[src/hdl/pue_pkg.sv]
// Package: shared types, constants and byte helpers for the PNG stream encoder.
`default_nettype none
package pue_pkg;

  localparam int unsigned MAX_DIMENSION = 4096;
  localparam int unsigned MAX_PIXELS    = 16777216;
  localparam int unsigned BLOCK_PAYLOAD = 65535;

  localparam logic        REG_IMAGE_WIDTH  = 1'b0;
  localparam logic        REG_IMAGE_HEIGHT = 1'b1;

  localparam logic [31:0] CRC_POLY = 32'hedb88320;
  localparam logic [31:0] CRC_INIT = 32'hffffffff;
  localparam logic [16:0] ADLER_MOD = 17'd65521;

  typedef enum logic [1:0] {K_ERR, K_START, K_PAY} pue_kind_t;

  typedef enum logic [2:0] {P_IDLE, P_ERR, P_SIG, P_LEN, P_TYPE, P_DATA, P_CRC} pue_phase_t;

  typedef enum logic [2:0] {C_IHDR, C_ZLIB, C_BLOCK, C_BYTE, C_ADLER, C_IEND} pue_chunk_t;

  // One queued work item for the back end.
  typedef struct packed {
    pue_kind_t   kind;
    logic [7:0]  value;
    logic        open;
    logic        final_blk;
    logic [15:0] count;
    logic        close;
    logic        eof;
    logic        last;
    logic [12:0] width;
    logic [12:0] height;
  } pue_entry_t;

  function automatic logic [31:0] crc_step(input logic [31:0] crc, input logic [7:0] b);
    logic [31:0] c;
    c = crc ^ {24'd0, b};
    for (int i = 0; i < 8; i++) begin
      c = (c >> 1) ^ (c[0] ? CRC_POLY : 32'd0);
    end
    return c;
  endfunction

  function automatic logic [7:0] be32_byte(input logic [31:0] v, input logic [1:0] i);
    logic [7:0] r;
    unique case (i)
      2'd0: r = v[31:24];
      2'd1: r = v[23:16];
      2'd2: r = v[15:8];
      default: r = v[7:0];
    endcase
    return r;
  endfunction

  function automatic logic [7:0] sig_byte(input logic [2:0] i);
    logic [7:0] r;
    unique case (i)
      3'd0: r = 8'd137;
      3'd1: r = 8'd80;
      3'd2: r = 8'd78;
      3'd3: r = 8'd71;
      3'd4: r = 8'd13;
      3'd5: r = 8'd10;
      3'd6: r = 8'd26;
      default: r = 8'd10;
    endcase
    return r;
  endfunction

  function automatic logic [7:0] type_byte(input pue_chunk_t c, input logic [1:0] i);
    logic [31:0] t;
    unique case (c)
      C_IHDR:  t = 32'h49484452;
      C_IEND:  t = 32'h49454e44;
      default: t = 32'h49444154;
    endcase
    return be32_byte(t, i);
  endfunction

  function automatic logic [7:0] ihdr_byte(input logic [12:0] w, input logic [12:0] h,
                                           input logic [3:0] i);
    logic [7:0] r;
    unique case (i)
      4'd2:  r = {3'd0, w[12:8]};
      4'd3:  r = w[7:0];
      4'd6:  r = {3'd0, h[12:8]};
      4'd7:  r = h[7:0];
      4'd8:  r = 8'd8;
      4'd9:  r = 8'd6;
      default: r = 8'd0;
    endcase
    return r;
  endfunction

endpackage
`default_nettype wire

[src/hdl/png_uncompressed_rgba_encoder_core.sv]
// Top level: streaming PNG encoder for RGBA8 pixels with stored deflate blocks.
//
//   channel   direction  handshake              payload
//   config    in         wr_en                  wr_index, wr_data
//   pixels    in         data_valid/data_ready  data_byte
//   stream    out        out_valid/out_ready    out_byte, last_of_run, end_of_file, size_error
//
// An ordinary pixel byte gives one transfer out, a row start adds the filter byte, and file,
// block and trailer bursts (up to 47 bytes) are paced by the back-end byte sequencer at one
// byte per cycle while the stream side accepts bytes. The front end pushes one queue entry per
// pixel byte, plus a filter entry at a row start and a file-start entry at a file start; a
// four-entry queue lets it run ahead of the sequencer.
// Reset is synchronous; after it the block is idle with a width and height of one.
// A stall on the stream side holds the output register and fills the queue, then drops ready.
`default_nettype none
module png_uncompressed_rgba_encoder_core (
  input  wire logic        clk,
  input  wire logic        rst,
  input  wire logic        wr_en,
  input  wire logic        wr_index,
  input  wire logic [12:0] wr_data,
  input  wire logic        data_valid,
  output logic             data_ready,
  input  wire logic [7:0]  data_byte,
  output logic             out_valid,
  input  wire logic        out_ready,
  output logic [7:0]       out_byte,
  output logic             last_of_run,
  output logic             end_of_file,
  output logic             size_error
);

  pue_pkg::pue_entry_t push_entry;
  pue_pkg::pue_entry_t head;
  logic q_push;
  logic q_full;
  logic q_pop;
  logic q_valid;

  // Front: latch geometry at file start, classify each byte into queue entries.
  pue_front u_front (
    .clk        (clk),
    .rst        (rst),
    .wr_en      (wr_en),
    .wr_index   (wr_index),
    .wr_data    (wr_data),
    .data_valid (data_valid),
    .data_ready (data_ready),
    .data_byte  (data_byte),
    .q_full     (q_full),
    .q_push     (q_push),
    .q_entry    (push_entry)
  );

  // Decouple the two halves so each may stall on its own.
  pue_queue u_queue (
    .clk        (clk),
    .rst        (rst),
    .push       (q_push),
    .push_entry (push_entry),
    .full       (q_full),
    .pop        (q_pop),
    .not_empty  (q_valid),
    .head       (head)
  );

  // Back: emit chunk framing, checksums and payload one byte per transfer.
  pue_back u_back (
    .clk         (clk),
    .rst         (rst),
    .q_valid     (q_valid),
    .q_head      (head),
    .q_pop       (q_pop),
    .out_valid   (out_valid),
    .out_ready   (out_ready),
    .out_byte    (out_byte),
    .last_of_run (last_of_run),
    .end_of_file (end_of_file),
    .size_error  (size_error)
  );

endmodule
`default_nettype wire

[src/hdl/pue_front.sv]
// Front end: takes pixel bytes, tracks file geometry and splits them into queue entries.
`default_nettype none
module pue_front (
  input  wire logic                clk,
  input  wire logic                rst,
  input  wire logic                wr_en,
  input  wire logic                wr_index,
  input  wire logic [12:0]         wr_data,
  input  wire logic                data_valid,
  output logic                     data_ready,
  input  wire logic [7:0]          data_byte,
  input  wire logic                q_full,
  output logic                     q_push,
  output pue_pkg::pue_entry_t      q_entry
);

  logic [12:0] image_width;
  logic [12:0] image_height;
  logic        h_valid;
  logic [7:0]  h_byte;
  logic        file_started, file_started_next;
  logic        filt_done, filt_done_next;
  logic [13:0] column_bytes, column_bytes_next;
  logic [14:0] row_length, row_length_next;
  logic [26:0] payload_left, payload_left_next;
  logic [15:0] block_left, block_left_next;

  logic [25:0] pixels;
  logic        geom_bad;
  logic [15:0] cnt;
  logic        open;
  logic [15:0] bl_eff;
  logic [15:0] bl_dec;
  logic [26:0] pl_dec;
  logic        is_filter;
  logic        consume;
  logic [14:0] col_inc;

  assign pixels   = {13'd0, image_width} * {13'd0, image_height};
  assign geom_bad = (image_width == 13'd0) || (image_height == 13'd0) ||
                    (image_width > 13'(pue_pkg::MAX_DIMENSION)) ||
                    (image_height > 13'(pue_pkg::MAX_DIMENSION)) ||
                    (pixels > 26'(pue_pkg::MAX_PIXELS));

  assign cnt     = (payload_left < 27'(pue_pkg::BLOCK_PAYLOAD)) ? payload_left[15:0]
                                                               : 16'(pue_pkg::BLOCK_PAYLOAD);
  assign open    = (block_left == 16'd0);
  assign bl_eff  = open ? cnt : block_left;
  assign bl_dec  = bl_eff - 16'd1;
  assign pl_dec  = payload_left - 27'd1;
  assign is_filter = (column_bytes == 14'd0) && !filt_done;
  assign col_inc = {1'b0, column_bytes} + 15'd1;

  assign q_push     = h_valid && !q_full;
  assign data_ready = !h_valid || (q_push && consume);

  always_comb begin
    q_entry           = '0;
    q_entry.kind      = pue_pkg::K_PAY;
    consume           = 1'b0;
    file_started_next = file_started;
    filt_done_next    = filt_done;
    column_bytes_next = column_bytes;
    row_length_next   = row_length;
    payload_left_next = payload_left;
    block_left_next   = block_left;
    if (!file_started) begin
      if (geom_bad) begin
        q_entry.kind = pue_pkg::K_ERR;
        q_entry.last = 1'b1;
        consume      = 1'b1;
      end else begin
        q_entry.kind      = pue_pkg::K_START;
        q_entry.width     = image_width;
        q_entry.height    = image_height;
        file_started_next = 1'b1;
        filt_done_next    = 1'b0;
        row_length_next   = {image_width[12:0], 2'b00};
        payload_left_next = {pixels[24:0], 2'b00} + {14'd0, image_height};
        block_left_next   = 16'd0;
        column_bytes_next = 14'd0;
      end
    end else begin
      q_entry.value     = is_filter ? 8'd0 : h_byte;
      q_entry.open      = open;
      q_entry.final_blk = (payload_left == {11'd0, cnt});
      q_entry.count     = cnt;
      q_entry.close     = (bl_dec == 16'd0);
      q_entry.eof       = (pl_dec == 27'd0);
      q_entry.last      = !is_filter;
      block_left_next   = bl_dec;
      payload_left_next = pl_dec;
      if (is_filter) begin
        filt_done_next = 1'b1;
      end else begin
        consume        = 1'b1;
        filt_done_next = 1'b0;
        column_bytes_next = (col_inc >= row_length) ? 14'd0 : col_inc[13:0];
      end
      if (pl_dec == 27'd0) begin
        file_started_next = 1'b0;
        column_bytes_next = 14'd0;
        block_left_next   = 16'd0;
        filt_done_next    = 1'b0;
      end
    end
  end

  always_ff @(posedge clk) begin
    if (rst) begin
      image_width  <= 13'd1;
      image_height <= 13'd1;
      h_valid      <= 1'b0;
      file_started <= 1'b0;
      filt_done    <= 1'b0;
      column_bytes <= '0;
      row_length   <= '0;
      payload_left <= '0;
      block_left   <= '0;
    end else begin
      if (wr_en) begin
        if (wr_index == pue_pkg::REG_IMAGE_WIDTH) image_width <= wr_data;
        else image_height <= wr_data;
      end
      if (data_valid && data_ready) begin
        h_valid <= 1'b1;
      end else if (q_push && consume) begin
        h_valid <= 1'b0;
      end
      if (q_push) begin
        file_started <= file_started_next;
        filt_done    <= filt_done_next;
        column_bytes <= column_bytes_next;
        row_length   <= row_length_next;
        payload_left <= payload_left_next;
        block_left   <= block_left_next;
      end
    end
  end

  always_ff @(posedge clk) begin
    if (data_valid && data_ready) h_byte <= data_byte;
  end

endmodule
`default_nettype wire

[src/hdl/pue_queue.sv]
// Short queue of work entries between the front and back ends.
`default_nettype none
module pue_queue (
  input  wire logic                 clk,
  input  wire logic                 rst,
  input  wire logic                 push,
  input  wire pue_pkg::pue_entry_t  push_entry,
  output logic                      full,
  input  wire logic                 pop,
  output logic                      not_empty,
  output pue_pkg::pue_entry_t       head
);

  pue_pkg::pue_entry_t slots [4];
  logic [1:0] wr_ptr;
  logic [1:0] rd_ptr;
  logic [2:0] fill;

  assign full      = (fill == 3'd4);
  assign not_empty = (fill != 3'd0);
  assign head      = slots[rd_ptr];

  always_ff @(posedge clk) begin
    if (rst) begin
      wr_ptr <= '0;
      rd_ptr <= '0;
      fill   <= '0;
    end else begin
      if (push) wr_ptr <= wr_ptr + 2'd1;
      if (pop)  rd_ptr <= rd_ptr + 2'd1;
      fill <= fill + {2'd0, push} - {2'd0, pop};
    end
  end

  always_ff @(posedge clk) begin
    if (push) slots[wr_ptr] <= push_entry;
  end

endmodule
`default_nettype wire

[src/hdl/pue_back.sv]
// Back end: expands queue entries into PNG bytes with CRC-32 and Adler-32.
`default_nettype none
module pue_back (
  input  wire logic                 clk,
  input  wire logic                 rst,
  input  wire logic                 q_valid,
  input  wire pue_pkg::pue_entry_t  q_head,
  output logic                      q_pop,
  output logic                      out_valid,
  input  wire logic                 out_ready,
  output logic [7:0]                out_byte,
  output logic                      last_of_run,
  output logic                      end_of_file,
  output logic                      size_error
);

  pue_pkg::pue_phase_t phase, phase_next;
  pue_pkg::pue_chunk_t chunk, chunk_next;
  logic [3:0]          idx, idx_next;
  pue_pkg::pue_entry_t ent;
  logic [31:0]         crc;
  logic [15:0]         adl_lo;
  logic [15:0]         adl_hi;

  logic        emit;
  logic        done;
  logic        load;
  logic [7:0]  byte_val;
  logic [31:0] len_val;
  logic [3:0]  last_idx;
  logic        crc_on;
  logic        adl_on;
  logic [31:0] crc_base;
  logic [16:0] lo_sum;
  logic [15:0] lo_new;
  logic [16:0] hi_sum;
  logic [15:0] hi_new;
  pue_pkg::pue_phase_t load_phase;
  pue_pkg::pue_chunk_t load_chunk;

  assign emit = (phase != pue_pkg::P_IDLE) && (!out_valid || out_ready);

  always_comb begin
    unique case (chunk)
      pue_pkg::C_IHDR:  len_val = 32'd13;
      pue_pkg::C_ZLIB:  len_val = 32'd2;
      pue_pkg::C_BLOCK: len_val = {16'd0, ent.count} + 32'd5;
      pue_pkg::C_ADLER: len_val = 32'd4;
      default:          len_val = 32'd0;
    endcase
  end

  // Output byte for the current position.
  always_comb begin
    byte_val = 8'd0;
    unique case (phase)
      pue_pkg::P_SIG:  byte_val = pue_pkg::sig_byte(idx[2:0]);
      pue_pkg::P_LEN:  byte_val = pue_pkg::be32_byte(len_val, idx[1:0]);
      pue_pkg::P_TYPE: byte_val = pue_pkg::type_byte(chunk, idx[1:0]);
      pue_pkg::P_CRC:  byte_val = pue_pkg::be32_byte(~crc, idx[1:0]);
      pue_pkg::P_DATA: begin
        unique case (chunk)
          pue_pkg::C_IHDR: byte_val = pue_pkg::ihdr_byte(ent.width, ent.height, idx);
          pue_pkg::C_ZLIB: byte_val = (idx == 4'd0) ? 8'h78 : 8'h01;
          pue_pkg::C_BLOCK: begin
            unique case (idx)
              4'd0: byte_val = {7'd0, ent.final_blk};
              4'd1: byte_val = ent.count[7:0];
              4'd2: byte_val = ent.count[15:8];
              4'd3: byte_val = ~ent.count[7:0];
              4'd4: byte_val = ~ent.count[15:8];
              default: byte_val = ent.value;
            endcase
          end
          pue_pkg::C_BYTE:  byte_val = ent.value;
          pue_pkg::C_ADLER: byte_val = pue_pkg::be32_byte({adl_hi, adl_lo}, idx[1:0]);
          default:          byte_val = 8'd0;
        endcase
      end
      default: byte_val = 8'd0;
    endcase
  end

  always_comb begin
    unique case (phase)
      pue_pkg::P_SIG: last_idx = 4'd7;
      pue_pkg::P_LEN, pue_pkg::P_TYPE, pue_pkg::P_CRC: last_idx = 4'd3;
      pue_pkg::P_DATA: begin
        unique case (chunk)
          pue_pkg::C_IHDR:  last_idx = 4'd12;
          pue_pkg::C_ZLIB:  last_idx = 4'd1;
          pue_pkg::C_BLOCK: last_idx = 4'd5;
          pue_pkg::C_ADLER: last_idx = 4'd3;
          default:          last_idx = 4'd0;
        endcase
      end
      default: last_idx = 4'd0;
    endcase
  end

  // Next position within the entry.
  always_comb begin
    phase_next = phase;
    chunk_next = chunk;
    idx_next   = idx + 4'd1;
    done       = 1'b0;
    if (idx == last_idx) begin
      idx_next = 4'd0;
      unique case (phase)
        pue_pkg::P_SIG: begin
          phase_next = pue_pkg::P_LEN;
          chunk_next = pue_pkg::C_IHDR;
        end
        pue_pkg::P_LEN:  phase_next = pue_pkg::P_TYPE;
        pue_pkg::P_TYPE: phase_next = (chunk == pue_pkg::C_IEND) ? pue_pkg::P_CRC
                                                                 : pue_pkg::P_DATA;
        pue_pkg::P_DATA: begin
          if ((chunk == pue_pkg::C_BLOCK || chunk == pue_pkg::C_BYTE) && !ent.close) begin
            done = 1'b1;
          end else begin
            phase_next = pue_pkg::P_CRC;
          end
        end
        pue_pkg::P_CRC: begin
          unique case (chunk)
            pue_pkg::C_IHDR: begin
              phase_next = pue_pkg::P_LEN;
              chunk_next = pue_pkg::C_ZLIB;
            end
            pue_pkg::C_ADLER: begin
              phase_next = pue_pkg::P_LEN;
              chunk_next = pue_pkg::C_IEND;
            end
            pue_pkg::C_BLOCK, pue_pkg::C_BYTE: begin
              if (ent.eof) begin
                phase_next = pue_pkg::P_LEN;
                chunk_next = pue_pkg::C_ADLER;
              end else begin
                done = 1'b1;
              end
            end
            default: done = 1'b1;
          endcase
        end
        default: done = 1'b1;
      endcase
    end
  end

  always_comb begin
    load_chunk = pue_pkg::C_BYTE;
    unique case (q_head.kind)
      pue_pkg::K_ERR:   load_phase = pue_pkg::P_ERR;
      pue_pkg::K_START: load_phase = pue_pkg::P_SIG;
      default: begin
        load_phase = q_head.open ? pue_pkg::P_LEN : pue_pkg::P_DATA;
        load_chunk = q_head.open ? pue_pkg::C_BLOCK : pue_pkg::C_BYTE;
      end
    endcase
  end

  assign load  = q_valid && ((phase == pue_pkg::P_IDLE) || (emit && done));
  assign q_pop = load;

  assign crc_on   = emit && ((phase == pue_pkg::P_TYPE) || (phase == pue_pkg::P_DATA));
  assign crc_base = ((phase == pue_pkg::P_TYPE) && (idx == 4'd0)) ? pue_pkg::CRC_INIT : crc;
  assign adl_on   = emit && (phase == pue_pkg::P_DATA) &&
                    (((chunk == pue_pkg::C_BYTE) && (idx == 4'd0)) ||
                     ((chunk == pue_pkg::C_BLOCK) && (idx == 4'd5)));
  assign lo_sum   = {1'b0, adl_lo} + {9'd0, ent.value};
  assign lo_new   = (lo_sum >= pue_pkg::ADLER_MOD) ? 16'(lo_sum - pue_pkg::ADLER_MOD)
                                                   : lo_sum[15:0];
  assign hi_sum   = {1'b0, adl_hi} + {1'b0, lo_new};
  assign hi_new   = (hi_sum >= pue_pkg::ADLER_MOD) ? 16'(hi_sum - pue_pkg::ADLER_MOD)
                                                   : hi_sum[15:0];

  always_ff @(posedge clk) begin
    if (rst) begin
      phase     <= pue_pkg::P_IDLE;
      chunk     <= pue_pkg::C_BYTE;
      idx       <= '0;
      out_valid <= 1'b0;
      crc       <= pue_pkg::CRC_INIT;
      adl_lo    <= 16'd1;
      adl_hi    <= 16'd0;
    end else begin
      if (load) begin
        phase <= load_phase;
        chunk <= load_chunk;
        idx   <= '0;
      end else if (emit) begin
        phase <= done ? pue_pkg::P_IDLE : phase_next;
        chunk <= chunk_next;
        idx   <= idx_next;
      end
      if (emit) out_valid <= 1'b1;
      else if (out_ready) out_valid <= 1'b0;
      if (crc_on) crc <= pue_pkg::crc_step(crc_base, byte_val);
      if (load && (q_head.kind == pue_pkg::K_START)) begin
        adl_lo <= 16'd1;
        adl_hi <= 16'd0;
      end else if (adl_on) begin
        adl_lo <= lo_new;
        adl_hi <= hi_new;
      end
    end
  end

  always_ff @(posedge clk) begin
    if (load) ent <= q_head;
    if (emit) begin
      out_byte    <= byte_val;
      last_of_run <= done && ent.last;
      end_of_file <= (phase == pue_pkg::P_CRC) && (chunk == pue_pkg::C_IEND) &&
                     (idx == 4'd3);
      size_error  <= (phase == pue_pkg::P_ERR);
    end
  end

endmodule
`default_nettype wire

[config.mk]
export PLATFORM = sky130hd
export DESIGN_NAME = png_uncompressed_rgba_encoder_core
export DESIGN_NICKNAME = d
export VERILOG_FILES = /design/src/hdl/pue_pkg.sv /design/src/hdl/png_uncompressed_rgba_encoder_core.sv /design/src/hdl/pue_front.sv /design/src/hdl/pue_queue.sv /design/src/hdl/pue_back.sv
export SDC_FILE = /design/constraint.sdc
export NUM_CORES = 1
export LEC_CHECK = 0
export BUFFER_PORTS_ARGS = -buffer_cell sky130_fd_sc_hd__clkbuf_2
export CELL_PAD_IN_SITES_DETAIL_PLACEMENT = 1
export CELL_PAD_IN_SITES_GLOBAL_PLACEMENT = 1
export CORE_UTILIZATION = 50
export DETAILED_ROUTE_END_ITERATION = 10
export PLACE_DENSITY = 0.79
export SLEW_MARGIN = 10
export SYNTH_ARGS = -nofsm -noshare
export SYNTH_HDL_FRONTEND = slang
export SYNTH_SLANG_ARGS = --single-unit
export TNS_END_PERCENT = 1
[constraint.sdc]
create_clock -name clk -period 8.75 [get_ports clk]
set_clock_uncertainty 0.1 [all_clocks]
set_input_delay 1.75 -clock clk [delete_from_list [all_inputs] [get_ports clk]]
set_output_delay 1.75 -clock clk [all_outputs]
set_load 0.02 [all_outputs]
==> impl_results.md, run 1 <==
* Clock-pin slew on the worst setup and hold paths at roughly 0.060 ns
* Total routed wirelength at 97500 um
* Number of failing setup endpoints in the final timing report at 0
* Insertion delay of the later-clocked pin in the worst-skew pair at between 0.6 and 0.7 ns
* Sequential cell area in the final layout at ~13000 um^2
* Combined area of the multi-input logic cells at roughly 17000 um^2
* Worst setup EP type: output port
* Sink Count at between 400 and 500
* Switching power of the nets at between 3000 and 4000 uW
* Gate power share at 0.407
* Cell area after placement at ~32000 um^2
* PwrDens at approximately 270 nW/um^2
* YS warnings at 0
* Highest clock frequency the design can meet at approximately 120 MHz
* Clock network power share at 0.248
* Number of violations of the max-capacitance limit at 0
* Via count at around 25k
* Data arrival time at the worst-slack endpoint at around 6.8 ns
* Synthesized netlist cell count at ~3.1k
* Die footprint at about 64000 um^2
* CTS tree: built
* Most frequent cells after synthesis: sky130_fd_sc_hd__nand2_1 (338), sky130_fd_sc_hd__edfxtp_1 (301), sky130_fd_sc_hd__a21oi_1 (230), sky130_fd_sc_hd__inv_1 (216), sky130_fd_sc_hd__nor2_1 (210)
* Number of buffers inserted by hold repair at cts at 0
* Design area at roughly 35000 um^2
* Final RePlAce weighted congestion at between 0.9 and 1
* Die width at between 200 and 300 um
* Maximum number of pins on one net before global-route repair at 61
* Yosys reg bits at between 400 and 500
* Global-route congestion overflow total at 0
* CTS H-tree depth at 2
* Leading cell types by total area after synthesis: sky130_fd_sc_hd__edfxtp_1 (29%), sky130_fd_sc_hd__dfxtp_1 (12%), sky130_fd_sc_hd__fa_1 (8.0%), sky130_fd_sc_hd__ha_1 (5.6%), sky130_fd_sc_hd__mux4_2 (4.1%)
* Fraction of registers with async set or reset after synthesis at 0
* Share of post-route cells with drive strength above 1 at 0.120
* Count of non-filler cells in the finished layout at a little over 4k
* Initial Util at 0.506
* Number of synthesized flops with an enable pin at ~300
* First-pass GRT wire length at between 150000 and 200000 um
* Number of global-route vias before repair at roughly 27k
* I/O Buffers at 39
* Maximum fanout encountered on the critical timing path at 7
* Number of antenna violations at the first check in global routing at 1
* Fraction of power spent switching nets at 0.396
* # rows at 91
* Largest vdd supply drop at about 0.16 mV
* Endpoint required time on the critical path at between 6 and 7 ns
* Max Buffers Root-to-Sink at 3
* Per-instance average area after synthesis at between 9 and 10 um^2
* Number of buffers created by CTS at 54
* Seq pwr share at 0.345
* Die Y-Extent at roughly 250 um
* Iter 0 DRT Violations at between 1.5k and 2k
* Top FF cell, synth: sky130_fd_sc_hd__edfxtp_1
* Slew at the pin closest to its max-slew limit at 1.21 ns
* CP Launch Type: flop
* Area growth syn-to-layout at 10.7%
* Max_slew headroom at 0.187
* Root buffer selected by CTS: sky130_fd_sc_hd__clkbuf_16
* Outcome: completed
* Number of filler instances in the final layout at slightly below 7k
* Yosys cell types at between 90 and 100
* Number of vias per cell after detailed routing at 6.12
* DPL Wire Length at slightly below 70000 um
* Drt wl/cell at roughly 24 um
* Number of placed I/O pins at 40
* Most frequent cell after synthesis: sky130_fd_sc_hd__nand2_1
* Final critical-path share of the clock period at 0.984
* Cell accounting for the most synthesized area: sky130_fd_sc_hd__edfxtp_1
* Count of endpoints failing hold in the final timing report at 0
* Length of the first detailed-routing pass in iterations at 5
* Leakage power figure at 0.0138 uW
* Final worst path period need at 8.61 ns
* Final number of max-transition violations at 0
* Final routed DRC violation total at 0
* Number of nets with antenna violations after detailed routing at 0
* Placeable Area at between 60000 and 70000 um^2
* Class of the tightest hold or removal check: flop to flop
* Cells after DPL at around 4k
* Tot GR Track Use at 0.306
* Internal power at between 5000 and 6000 uW
* Worst Setup Path Type: flop to output port
* Share of Yosys cell area claimed by the top area cell type at 0.289
* Number of inserted diodes at 0
* Seq/Total Area, Yosys at 0.406
* Final #Nets at roughly 3.4k
* Synth Net Count at 3424
* Post-synthesis instance area at around 31000 um^2
==> flip-flops by register name (all words and copies together), names as in the netlist, 4 cells and up, named ones only <==
signal and cells:
u_front.block_left 16, u_back.adl_hi 16, u_front.h_byte 8, u_back.idx 4, u_front.image_height 13, u_front.column_bytes 14, u_front.row_length 13, u_front.image_width 13
u_front.payload_left 27, u_back.ent 54, u_back.adl_lo 16, u_back.crc 32, u_back.out_byte 8, u_queue.slots 228
==> power by group through the flow <==
| stage | registers [uW] | logic [uW] | clock network (uW) |
|---|---|---|---|
| 5_1_grt | 3290 | 4150 | 2450 |
| 6_report | 3260 | 3850 | 2350 |
| 4_1_cts | 3250 | 3820 | 2380 |
| 3_5_place_dp | 3290 | 3740 | 0 |
| 2_1_floorplan | 3130 | 2840 | 0 |
| 3_3_place_gp | 3260 | 3610 | 0 |
==> path summary, 6_finish.rpt <==
| check | startpoint | to | slack, ns | cells past startpoint |
|---|---|---|---|---|
| setup / recovery | u_front.image_height[3] | data_ready | 0.14 | 23 |
| hold / removal | u_front.row_length[9] | u_front.row_length[9] | 0.36 | 2 |
| setup reg to reg | u_back.ent[47] | u_back.adl_hi[8] | 0.77 | 25 |
| hold reg to reg | u_front.row_length[9] | u_front.row_length[9] | 0.36 | 2 |
==> layer usage <==
metal | up-vias | track usage | part of all wire
met3 | 231 | 0.0328 | 0.042
met4 | 0 | 0.122 | 0.041
met1 | 12586 | 0.367 | 0.40
met5 | - | 0 | 0
met2 | 742 | 0.560 | 0.52
li1 | 11099 | - | -
==> worst max-delay path, cell delays in order, from the launching register on <==
cell and delay (ns):
sky130_fd_sc_hd__dfxtp_4 0.37, sky130_fd_sc_hd__and2_1 0.18, sky130_fd_sc_hd__fa_1 0.54, sky130_fd_sc_hd__inv_1 0.06, sky130_fd_sc_hd__fa_1 0.53, sky130_fd_sc_hd__inv_1 0.05, sky130_fd_sc_hd__fa_1 0.47, sky130_fd_sc_hd__fa_1 0.55
sky130_fd_sc_hd__inv_1 0.08, sky130_fd_sc_hd__fa_1 0.54, sky130_fd_sc_hd__inv_1 0.04, sky130_fd_sc_hd__ha_1 0.36, sky130_fd_sc_hd__a2111oi_4 0.41, sky130_fd_sc_hd__o21ai_2 0.13, sky130_fd_sc_hd__buf_4 0.18, sky130_fd_sc_hd__a21oi_2 0.18
sky130_fd_sc_hd__nor2b_1 0.11, sky130_fd_sc_hd__a221oi_2 0.35, sky130_fd_sc_hd__a2111oi_4 0.08, sky130_fd_sc_hd__and4_4 0.23, sky130_fd_sc_hd__nor3_4 0.34, sky130_fd_sc_hd__o21ai_2 0.14, sky130_fd_sc_hd__nand2_2 0.10, sky130_fd_sc_hd__buf_6 0.11
==> placed cells by master (no fill, tap or decap), drive strengths merged, types with 42 or more instances in the layout <==
cell type	synthesis	final
and3	42	42
nor2	211	211
a21oi	230	230
xnor2	143	143
nand2	338	338
nand3	66	66
fa	125	125
nor3	60	60
inv	217	222
edfxtp	301	301
buf	44	97
mux4	57	57
dfxtp	183	183
clkbuf	134	111
ha	140	140
xor2	68	68
o21ai	117	117
and2	146	146
==> final cells by class <==
cell class	count	share of cell area
flip-flops and latches	484	0.369
multi-input cells	2250	0.498
clock buffers	73	0.0426
inverters	220	0.0239
clock inverters	28	0.00955
well taps	837	0.0303
repair buffers	135	0.0271
==> logic make-up (layout without fill, tap and decap cells) <==
group                      after synthesis  in the layout  share of synthesized area
xor gates and xnor gates               212            212                     0.0627
adders and majority gates              265            265                      0.136
AOI/OAI and AO/OA                      631            631                      0.128
DFF                                    484            484                      0.406
and+or+nand+nor                       1061           1061                      0.168
muxes                                   81             81                     0.0490
buffers and inverters                  398            456                     0.0493
==> through the flow <==
step | hold slack, ns | util | setup TNS (ns) | total power [uW] | setup WS, ns
after global routing | 0.387 | 0.560 | -0.0457 | 9900 | -0.0457
after CTS | 0.358 | 0.557 | 0 | 9450 | 0.000320
after floorplan | 0.336 | - | 0 | 5970 | 0.838
after detailed placement | 0.350 | 0.526 | -0.227 | 7030 | -0.227
final | 0.358 | 0.560 | 0 | 9460 | 0.140
after global placement | 0.348 | 0.526 | 0 | 6870 | 0.0650
==> repair_timing <==
action / 4_1_cts / 5_1_grt
gates resized for setup: 31 / 48
pin swaps: 4 / 15
setup buffers: 3 / 8
endpoints found under the setup margin: 1 / 1
(Power assumes the default switching activity.)
==> run 2, diff against run 1 <==
--- a/config.mk
+++ b/config.mk
@@ -11,6 +11,7 @@
 export CORE_UTILIZATION = 50
 export DETAILED_ROUTE_END_ITERATION = 10
 export PLACE_DENSITY = 0.79
+export SETUP_SLACK_MARGIN = 0.3
 export SLEW_MARGIN = 10
 export SYNTH_ARGS = -nofsm -noshare
 export SYNTH_HDL_FRONTEND = slang
==> run 2 against run 1 <==
  * Worst setup slack improved by 0.16 ns
  * Cell count rose by 0.57%
  * Die area unchanged
  * Routed wire length is 1.5% higher
  * Clock power is essentially flat
  * Via count is 0.52% higher
  * Highest routed layer unchanged
==> impl_results.md, run 2 (same netlist as run 1, synthesis figures left out) <==
* Outcome: completed
* Final #Nets at 3459 (+0.64%)
* Number of violations of the max-capacitance limit at 0 (unchanged)
* Cells after DPL at 3915 (unchanged)
* Count of non-filler cells in the finished layout at 4050 (+0.57%)
* I/O Buffers at 39 (unchanged)
* Total power at 9490 uW (+0.36%)
* Largest regs: u_queue.slots: 228 flops, u_back.ent: 54 flops, u_back.crc: 32 flops
* Uppermost layer routed: met4
* Clock-pin slew on the worst setup and hold paths at 0.06 ns (about the same)
* Largest vdd supply drop at 0.165 mV (about the same)
* Highest clock frequency the design can meet at 118 MHz (+1.9%)
* Tot GR Track Use at 0.311 (+0.00404)
* Die footprint at 63500 um^2 (unchanged)
* Met1 routed wirelength after detailed routing at 38800 um (about the same)
* Final worst path period need at 8.45 ns (-0.160 ns)
* Switching power of the nets at 3760 uW (+0.36%)
* Maximum fanout encountered on the critical timing path at 7 (unchanged)
* Placeable Area at 61700 um^2 (unchanged)
* Die width at 252 um (unchanged)
* Routed length on met2 at 51500 um (+1.9%)
* Initial Util at 0.506 (unchanged)
* Seq pwr share at 0.343 (-0.002)
* Internal power at 5740 uW (+0.36%)
* Class of the tightest hold or removal check: flop to flop
* Number of global-route vias before repair at 26.8k (+1.0%)
* Via count at 24.8k (+0.52%)
* Clock network power share at 0.247 (about the same)
* Max Buffers Root-to-Sink at 3 (unchanged)
* Number of nets with antenna violations after detailed routing at 0 (unchanged)
* Leading cell type in the layout, fill and taps excluded: sky130_fd_sc_hd__nand2_1
* Number of vias per cell after detailed routing at 6.12 (about the same)
* Number of buffers created by CTS at 54 (unchanged)
* Combined area of the multi-input logic cells at 17400 um^2 (+1.4%)
* DPL Wire Length at 68200 um (unchanged)
* Insertion delay of the later-clocked pin in the worst-skew pair at 0.63 ns (about the same)
* Iter 0 DRT Violations at 1714 (-0.17%)
* Worst Setup Path Type: flop to output port
* First-pass GRT wire length at 153000 um (+1.2%)
* Final RePlAce weighted congestion at 0.970 (unchanged)
* CP Launch Type: flop
* Sink Count at 484 (unchanged)
* Area growth syn-to-layout at 12.1%
* Number of filler instances in the final layout at 6731 (-0.44%)
* Root buffer selected by CTS: sky130_fd_sc_hd__clkbuf_16
* Drt wl/cell at 24.4 um (+0.90%)
* Final critical-path share of the clock period at 0.966 (-0.0183)
* Gate power share at 0.409 (+0.002)
* Final number of max-transition violations at 0 (unchanged)
* Die Y-Extent at 252 um (unchanged)
* Met3 wire length at 4490 um (+8.9%)
* Startpoint of the worst-slack reg-to-reg timing path: u_back.ent[47]
* Max_slew headroom at 0.183 (-0.00399)
* Slew at the pin closest to its max-slew limit at 1.22 ns (+0.00596 ns)
* Share of post-route cells with drive strength above 1 at 0.139 (+0.0188)
* Worst setup EP type: output port
* Number of antenna violations at the first check in global routing at 1 (unchanged)
* Sequential cell area in the final layout at 12800 um^2 (+0.16%)
* Global-route congestion overflow total at 0 (unchanged)
* Hold path startpoint: u_front.row_length[9]
* Worst setup path start: u_front.image_width[7]
* Count of endpoints failing hold in the final timing report at 0 (unchanged)
* Maximum number of pins on one net before global-route repair at 61 (unchanged)
* Worst hold slack after final layout at 0.358 ns (-0.000153 ns)
* CTS H-tree depth at 2 (unchanged)
* Number of failing setup endpoints in the final timing report at 0 (unchanged)
* Data arrival time at the worst-slack endpoint at 6.60 ns (-0.16 ns)
* Leakage power figure at 0.0139 uW (+0.99%)
* Number of flip-flops in the largest register at 228 (unchanged)
* PwrDens at 271 nW/um^2 (-0.91%)
* CTS tree: built
* Minimum setup slack among reg-to-reg paths at 0.77 ns (about the same)
* Total routed wirelength at 98900 um (+1.5%)
* Number of placed I/O pins at 40 (unchanged)
* Fraction of power spent switching nets at 0.396 (about the same)
* Length of the first detailed-routing pass in iterations at 5 (unchanged)
* # rows at 91 (unchanged)
* Largest Register: u_queue.slots
* Highest-count cells in the layout ignoring fill and taps: sky130_fd_sc_hd__nand2_1 (336), sky130_fd_sc_hd__edfxtp_1 (301), sky130_fd_sc_hd__a21oi_1 (221)
* Endpoint required time on the critical path at 6.90 ns (about the same)
* Unrepaired setup endpoints after global routing: yes
* Final routed DRC violation total at 0 (unchanged)
* Sum of negative setup slack at 0 ns (unchanged)
## run 2: through the flow
step           setup WS [ns]  area [um^2]   util
6_report               0.300        35000  0.568
3_3_place_gp          0.0650        32500  0.526
4_1_cts                0.304        34800  0.564
3_5_place_dp          -0.227        32500  0.526
5_1_grt                0.118        35000  0.568
2_1_floorplan          0.838        31300      -
## run 2: cell type report
class / count / area share
Inverter: 220 / 0.0236
Sequential cell: 484 / 0.365
Clock inverter: 28 / 0.00943
Tap cell: 837 / 0.0299
Multi-Input combinational cell: 2250 / 0.498
Timing Repair Buffer: 157 / 0.0320
Antenna cell: 1 / 0.0000714
Clock buffer: 73 / 0.0420
## run 2: final timing paths
| check | to | depth (start not counted) |
|---|---|---|
| hold reg to reg | u_front.row_length[9] | 2 |
| setup / recovery | data_ready | 24 |
| hold / removal | u_front.row_length[9] | 2 |
| setup reg to reg | u_back.adl_hi[8] | 25 |
## run 2: power by group through the flow
stage,Sequential (uW),Clock (uW),Combinational (uW)
final,3260,2350,3890
after global routing,3290,2450,4190
after CTS,3250,2380,3840
after detailed placement,3290,0,3740
after global placement,3260,0,3610
after floorplan,3130,0,2840
## run 2: worst max-delay path, cell delays in order, from the launching register on
cell                        delay (ns)
sky130_fd_sc_hd__dfxtp_4          0.38
sky130_fd_sc_hd__buf_4            0.17
sky130_fd_sc_hd__and2_1           0.15
sky130_fd_sc_hd__fa_1             0.54
sky130_fd_sc_hd__inv_1            0.06
sky130_fd_sc_hd__fa_1             0.54
sky130_fd_sc_hd__inv_1            0.05
sky130_fd_sc_hd__fa_1             0.46
sky130_fd_sc_hd__fa_1             0.51
sky130_fd_sc_hd__inv_1            0.09
sky130_fd_sc_hd__fa_1             0.45
sky130_fd_sc_hd__inv_2            0.08
sky130_fd_sc_hd__ha_4             0.22
sky130_fd_sc_hd__a2111oi_4        0.39
sky130_fd_sc_hd__o21ai_2          0.16
sky130_fd_sc_hd__buf_6            0.17
sky130_fd_sc_hd__a21oi_4          0.19
sky130_fd_sc_hd__nor2b_4          0.07
sky130_fd_sc_hd__a221oi_4         0.32
sky130_fd_sc_hd__a2111oi_4        0.08
sky130_fd_sc_hd__and4_4           0.22
sky130_fd_sc_hd__nor3_4           0.35
sky130_fd_sc_hd__o21ai_2          0.11
sky130_fd_sc_hd__nand2_2          0.09
sky130_fd_sc_hd__buf_8            0.11
## run 2: repair_timing
item / CTS / global route
buffers inserted: 27 / 6
resized for setup: 99 / 50
endpoints found under the setup margin: 1 / 5
hold buffers: 0 / 0
pin swaps: 36 / 42
## run 2: routing by layer
layer / up-vias / GRT usage
met5: - / 0
met4: 0 / 0.127
met3: 230 / 0.0360
met2: 739 / 0.567
met1: 12651 / 0.369
li1: 11166 / -
